--- src/sv/pgmap_pkg.sv ---
// Shared constants, types and helpers of the four-level page table mapper.
package pgmap_pkg;

   localparam int POOL_PAGES       = 64;
   localparam int TABLE_ENTRIES    = 512;
   localparam int PAGE_OFFSET_BITS = 12;

   localparam int LVL_BITS   = $clog2(TABLE_ENTRIES);
   localparam int PAGE_W     = $clog2(POOL_PAGES);
   localparam int ADDR_W     = PAGE_W + LVL_BITS;
   localparam int MEM_DEPTH  = POOL_PAGES * TABLE_ENTRIES;
   localparam int FFREE_W    = 7;
   localparam int NFREE_W    = ($clog2(POOL_PAGES + 1) > FFREE_W) ?
                               $clog2(POOL_PAGES + 1) : FFREE_W;
   localparam int VA_W       = 48;
   localparam int PA_W       = 52;
   localparam int FRAME_W    = PA_W - PAGE_OFFSET_BITS;
   localparam int FLAG_W     = 12;
   localparam int ENTRY_W    = 64;
   localparam int STATUS_W   = 2;
   localparam int MADE_W     = 2;
   localparam int CSR_IDX_W  = 1;
   localparam int CSR_DATA_W = FRAME_W;

   typedef enum logic [STATUS_W-1:0] {
      STAT_DONE      = 2'd0,
      STAT_ABSENT    = 2'd1,
      STAT_EXHAUSTED = 2'd2,
      STAT_OUTSIDE   = 2'd3
   } status_type;

   typedef enum logic [CSR_IDX_W-1:0] {
      CSR_POOL_BASE  = 1'b0,
      CSR_FIRST_FREE = 1'b1
   } csr_index_type;

   typedef enum logic [3:0] {
      ST_CLEAR,
      ST_IDLE,
      ST_ROOT,
      ST_READ,
      ST_EVAL,
      ST_ZERO,
      ST_LINK,
      ST_LEAF,
      ST_FINISH
   } state_type;

   typedef enum logic [2:0] {
      MEM_IDLE,
      MEM_READ,
      MEM_CLEAR,
      MEM_ZERO,
      MEM_LINK,
      MEM_LEAF
   } mem_op_type;

   typedef enum logic [1:0] {
      PG_HOLD,
      PG_ROOT,
      PG_ENTRY,
      PG_ALLOC
   } page_sel_type;

   typedef struct packed {
      logic         load_req;
      logic         cnt_clear;
      mem_op_type   mem_op;
      page_sel_type page_sel;
      logic         lvl_top;
      logic         lvl_dec;
      logic         alloc;
      logic         link_done;
      logic         rsp_load;
      status_type   rsp_status;
   } dp_cmd_type;

   typedef struct packed {
      logic root_ok;
      logic ent_present;
      logic ent_ok;
      logic pool_full;
      logic unmap;
      logic lvl_last;
      logic clear_last;
      logic zero_last;
      logic rsp_busy;
   } dp_stat_type;

   typedef struct packed {
      logic              ok;
      logic [PAGE_W-1:0] page;
   } page_hit_type;

   // Frame number to pool page, with the in-pool check.
   function automatic page_hit_type frame_to_page(input logic [FRAME_W-1:0] frame,
                                                  input logic [FRAME_W-1:0] base);
      logic [FRAME_W-1:0] off;
      page_hit_type       hit;
      off      = frame - base;
      hit.ok   = (frame >= base) && (off < FRAME_W'(POOL_PAGES));
      hit.page = off[PAGE_W-1:0];
      return hit;
   endfunction

endpackage

--- src/sv/pgmap_ctrl.sv ---
// Walk controller: sequences clear pass, level reads, page zeroing and writes.
module pgmap_ctrl (
   input  logic                    clock,
   input  logic                    reset,
   input  logic                    req_valid,
   output logic                    req_ready,
   output pgmap_pkg::dp_cmd_type   cmd,
   input  pgmap_pkg::dp_stat_type  stat
);
   import pgmap_pkg::*;

   state_type  state_ff, state_in;
   status_type status_ff, status_in;

   always_ff @(posedge clock) begin
      if (reset) begin
         state_ff  <= ST_CLEAR;
         status_ff <= STAT_DONE;
      end else begin
         state_ff  <= state_in;
         status_ff <= status_in;
      end
   end

   always_comb begin
      state_in       = state_ff;
      status_in      = status_ff;
      req_ready      = 1'b0;
      cmd            = '0;
      cmd.mem_op     = MEM_IDLE;
      cmd.page_sel   = PG_HOLD;
      cmd.rsp_status = status_ff;
      unique case (state_ff)
         ST_CLEAR: begin
            cmd.mem_op = MEM_CLEAR;
            if (stat.clear_last) begin
               state_in = ST_IDLE;
            end
         end
         ST_IDLE: begin
            req_ready = 1'b1;
            if (req_valid) begin
               cmd.load_req = 1'b1;
               state_in     = ST_ROOT;
            end
         end
         ST_ROOT: begin
            if (stat.root_ok) begin
               cmd.page_sel = PG_ROOT;
               cmd.lvl_top  = 1'b1;
               state_in     = ST_READ;
            end else begin
               status_in = STAT_OUTSIDE;
               state_in  = ST_FINISH;
            end
         end
         ST_READ: begin
            cmd.mem_op = MEM_READ;
            state_in   = ST_EVAL;
         end
         ST_EVAL: begin
            priority if (stat.ent_present) begin
               if (stat.ent_ok) begin
                  cmd.page_sel = PG_ENTRY;
                  cmd.lvl_dec  = 1'b1;
                  state_in     = stat.lvl_last ? ST_LEAF : ST_READ;
               end else begin
                  status_in = STAT_OUTSIDE;
                  state_in  = ST_FINISH;
               end
            end else if (stat.unmap) begin
               status_in = STAT_ABSENT;
               state_in  = ST_FINISH;
            end else if (stat.pool_full) begin
               status_in = STAT_EXHAUSTED;
               state_in  = ST_FINISH;
            end else begin
               cmd.alloc     = 1'b1;
               cmd.cnt_clear = 1'b1;
               state_in      = ST_ZERO;
            end
         end
         ST_ZERO: begin
            cmd.mem_op = MEM_ZERO;
            if (stat.zero_last) begin
               state_in = ST_LINK;
            end
         end
         ST_LINK: begin
            cmd.mem_op    = MEM_LINK;
            cmd.page_sel  = PG_ALLOC;
            cmd.lvl_dec   = 1'b1;
            cmd.link_done = 1'b1;
            state_in      = stat.lvl_last ? ST_LEAF : ST_READ;
         end
         ST_LEAF: begin
            cmd.mem_op = MEM_LEAF;
            status_in  = STAT_DONE;
            state_in   = ST_FINISH;
         end
         ST_FINISH: begin
            if (!stat.rsp_busy) begin
               cmd.rsp_load = 1'b1;
               state_in     = ST_IDLE;
            end
         end
         default: begin
            state_in = ST_IDLE;
         end
      endcase
   end

endmodule

--- config.mk ---
export PLATFORM = sky130hd
export DESIGN_NAME = pgmap_ctrl
export DESIGN_NICKNAME = d
export VERILOG_FILES = /design/src/sv/pgmap_pkg.sv /design/src/sv/pgmap_ctrl.sv
export SDC_FILE = /design/constraint.sdc
export NUM_CORES = 1
export LEC_CHECK = 0
export BUFFER_PORTS_ARGS = -buffer_cell sky130_fd_sc_hd__buf_2
export CAP_MARGIN = 20
export CORE_MARGIN = 8
export CORE_UTILIZATION = 38
export DETAILED_ROUTE_END_ITERATION = 8
export PLACE_DENSITY = 0.72
export SETUP_SLACK_MARGIN = 0.1
export SLEW_MARGIN = 25
export SYNTH_ARGS = -nofsm -noshare
export SYNTH_HDL_FRONTEND = slang
export SYNTH_SLANG_ARGS = --single-unit
--- constraint.sdc ---
create_clock -name clock -period 1.43 [get_ports clock]
set_input_delay 0.0715 -clock clock [delete_from_list [all_inputs] [get_ports clock]]
set_output_delay 0.0715 -clock clock [all_outputs]
set_load 0.1 [all_outputs]
==> results of run 1 <==
[synthesized netlist by cell type (all sizes together) (2+ instances only)]
| cell type | instances |
|---|---|
| nand2 | 7 |
| dfxtp | 6 |
| buf | 5 |
| inv | 4 |
| nor2 | 4 |
| nor3 | 4 |
| o21ai | 4 |
| and2 | 3 |
| and3 | 3 |
| nand2b | 3 |
| nor3b | 3 |
| a21o | 2 |
| a21oi | 2 |
| nand3 | 2 |
| nor2b | 2 |
| nor4b | 2 |
| o221a | 2 |
[stage by stage]
stage	setup WS (ns)	util (%)	instance area, um^2	instances
floorplan	-0.636	-	641	69
global placement	0.0979	77.5	1010	115
detailed placement	0.0892	77.5	1010	115
CTS	-0.0982	90.8	1180	131
[cells by family after synthesis]
logic type,count (synthesis),synth area share [%]
compound gates,16,22.2
xor+xnor,1,1.67
buf+inv,9,9.07
flops,6,22.9
simple gates,37,44.2
[timing repair]
item	4_1_cts
setup endpoints to repair	15
pin swaps	4
resized for setup	15
buffers inserted	12
hold endpoints to repair	0
==> impl_metrics.toml, run 1 <==
[floorplan]
fp-row-count = 13
io_pins = 27
die_x_um = 53.1
initial_utilization_pct = 40.3
die_h_um = 53.1

[placement]
routabilityCongestion = 0.885
io_buffer_count = 26
hpwl_mm = 1.51

[yosys]
synthDistinctLibCells = 35
synth-seq-cells = 6
netlist.area_leader.share_pct = 22.9
synth_seq_area_share_pct = 22.9
synth_area_leaders = "dfxtp_1, nand2_1, nor4b_4"
yosysWarnings = 0
synth_nets = 81
syn_avg_cell_area_um2 = 7.60
synthArstFlopShare_pct = 0
synthFlopType = "dfxtp_1"
synth_edf_count = 0
synthCells = 69
synth_largest_area_cell = "dfxtp_1"
syn-cell-area_um2 = 524

[outcome]
failing_step = "global routing (5_1_grt)"
outcome = "did not finish"
tool.error = "[ERROR DPL-0038] Utilization greater than 100%, impossible to legalize"

[clock_tree]
htree_levels = 1
cts_hold_buffers = 0
cts.sink_count = 6
root_buffer = "clkbuf_4"
cts_buffer_depth = 2
cts_buffers = 3

[global_route]
grt_max_degree = 11

[sta]
repair-timing-grt-worst-ep = "cmd[13]"
worstEpCategory = "output port"
==> run 2: changes to the inputs <==
Settings changed: CORE_AREA set to 8 8 69 71, CORE_MARGIN 8 to not set, CORE_UTILIZATION 38 to not set, DIE_AREA set to 0 0 77 79, PLACE_DENSITY 0.72 to not set, PLACE_DENSITY_LB_ADDON set to 0.15, SETUP_SLACK_MARGIN 0.1 to not set.
Clock period 1.43 ns to 1.86 ns, I/O delays scaled along.
==> impl_metrics.toml, run 2 <==
[critical_path]
rr_endpoint = "status_ff[0]$_SDFFE_PP0P_"
worstSetupStartpointType = "register"
r2r_cells = 4
arrival_ns = 1.66
required_ns = 1.77
path_max_fanout = 13
cp_num_cells = 5
reg2reg_from = "state_ff[1]$_SDFFE_PP0P_"
crit_type = "reg2out"
critPathMaxStageDelay_ns = 0.42
critPathTopFamily = "simple AND/OR/NAND/NOR gates"
endpoint_kind = "output pin"
cp_cell_sequence = "nor4b_4 -> nand3_1 -> buf_4 -> nand2b_4 -> buf_12"
r2r_setup_slack_ns = 0.32
cpMaxStageDelayCell = "dfxtp_2"
path_buf_inv = 2

[yosys]
synth_compound_area_share_pct = 22.2
synthCells = 69
synth_mux_area_share_pct = 0
synth_nets = 81
syn-cell-area_um2 = 524
synth_area_leaders = "dfxtp_1, nand2_1, nor4b_4"
syn_avg_cell_area_um2 = 7.60
yosysMostFrequentCell = "nand2_1"
synth-seq-cells = 6
synth_fa_ha_area_share_pct = 0
netlist.area_leader.share_pct = 22.9
synth_xor_area_share_pct = 1.67
yosys.area_share.simple_pct = 44.2
synth_edf_count = 0
synth_largest_area_cell = "dfxtp_1"
synth_top_family_by_area = "simple AND/OR/NAND/NOR gates"
synthArstFlopShare_pct = 0
synthDistinctLibCells = 35
yosysWarnings = 0
synth_seq_area_share_pct = 22.9
synth_commonest_cells = "nand2_1, dfxtp_1"
synthFlopType = "dfxtp_1"

[clock_tree]
cts_buffer_depth = 2
clk_pin_slew_ns = 0.04
clkLatencyLatePin_ns = 0.22
tritoncts = "done"
post-cts-setup-buffers = 0
cts_buffers = 3
htree_levels = 1
root_buffer = "clkbuf_8"
cts.sink_count = 6

[sta]
tightest_slew_ns = 0.495
finalSetupViolations = 0
rsz0062_at_grt = "false"
final.setup.tns_ns = 0
maxClockFrequency_mhz = 570
min_period_over_period_pct = 94.3
relSlewSlack_pct = 67.2
slew_viol_final = 0
finClkSkew_ns = 0.00449
finalCriticalPeriod_ns = 1.75
hold_violations = 0

[layout]
regMostFlops = "state_ff"
reg.largest.list = "state_ff x4, status_ff x2"
ff_latch_area_um2 = 125
fillers = 433
layout.nets = 108
diodes = 0
multiInputGateArea_um2 = 433
final_cell_mix = "buf_2, nand2_1"
final_util_pct = 23.1
syn_to_final_growth_pct = 67.3
largest_reg_flops = 4
stdcell_count = 144
final_common_cell = "buf_2"
drive_above_1_share_pct = 54.3

[floorplan]
die_h_um = 79
die_x_um = 77
die-area_um2 = 6080
initial_utilization_pct = 13.8
io_pins = 27
core_um2 = 3800
fp-row-count = 23

[global_route]
grt_pass1_wl_mm = 3.31
grt_usage_pct = 6.65
grt.overflow.total = 0
grt_max_degree = 15
grt_pass1_vias = 657
antenna_found_initial = 0

[drt]
drt_wl_total_mm = 1.89
ant_nets = 0
avgRoutedWirePerCell_um = 13.1
via_count = 578
drt_iter0_markers = 29
route.detailed.drc = 0
via_per_inst = 4.01
dr.pass1.iters = 2

[min_path]
worst_hold_path.endpoint = "state_ff[2]$_SDFFE_PP0P_"
hp-start = "stat[3]"
worstHoldPathCells = 2
hp-class = "in2reg"

[power_and_ir_drop]
powerDensity_nw_per_um2 = 562
ir_worst_vdd_mv = 0.145
p_leak_nw = 0.384

[placement]
routabilityCongestion = 0.713
hpwl_mm = 1.54
io_buffer_count = 26
dp_cells = 141

[flow_run]
drv_cap = 0

[outcome]
outcome = "complete, no violations"
[run 2: worst max path at each step]
stage	startpoint	to	slack (ns)
4_1_cts	state_ff[2]$_SDFFE_PP0P_	cmd[5]	0.003
3_3_place_gp	state_ff[2]$_SDFFE_PP0P_	status_ff[1]$_SDFFE_PP0P_	0.24
5_1_grt	state_ff[1]$_SDFFE_PP0P_	cmd[5]	0.03
2_1_floorplan	state_ff[0]$_SDFFE_PP0P_	cmd[13]	-0.31
6_report	state_ff[1]$_SDFFE_PP0P_	cmd[5]	0.11
3_5_place_dp	state_ff[2]$_SDFFE_PP0P_	status_ff[1]$_SDFFE_PP0P_	0.24
[run 2: what timing repair did]
item / in CTS / in global routing
gates resized for setup: 0 / 2
setup endpoints to repair: 0 / 5
hold buffers: 0 / 0
[run 2: power breakdown]
group	internal (W)	switching, W	leakage (nW)
combinational	0.0000447	0.000103	0.312
sequential	0.000135	0.0000170	0.0505
clock	0.000139	0.0000544	0.0216
[run 2: layout make-up]
type	count	share of cell area (%)
repair buffers	27	22.8
flip-flops and latches	6	14.3
inverters	4	1.71
well taps	50	7.13
multi-input cells	54	49.4
clock buffers	3	4.71
[run 2: layer usage]
metal  track usage (%)  vias up  share of wire, %
met1              7.67      261                43
met4              2.83        0                 0
met5                 0        -                 0
met3              2.82        0               9.6
li1                  -      298                 -
met2              10.6       19                47
[run 2: per-stage QoR]
step	cell area [um^2]	hold WS, ns	total power (W)	setup slack (ns)
global placement	832	0.350	0.000303	0.243
floorplan	604	0.225	0.000267	-0.311
CTS	873	0.114	0.000503	0.00304
finish	877	0.117	0.000493	0.106
detailed placement	832	0.346	0.000303	0.240
global route	877	0.128	0.000522	0.0281
[run 2: logic make-up after synthesis]
| logic type | after synthesis |
|---|---|
| DFF | 6 |
| AOI/OAI and AO/OA | 16 |
| buffers and inverters | 9 |
| xor gates and xnor gates | 1 |
| and+or+nand+nor | 37 |
Note: power is estimated with default switching activity, not from simulation.
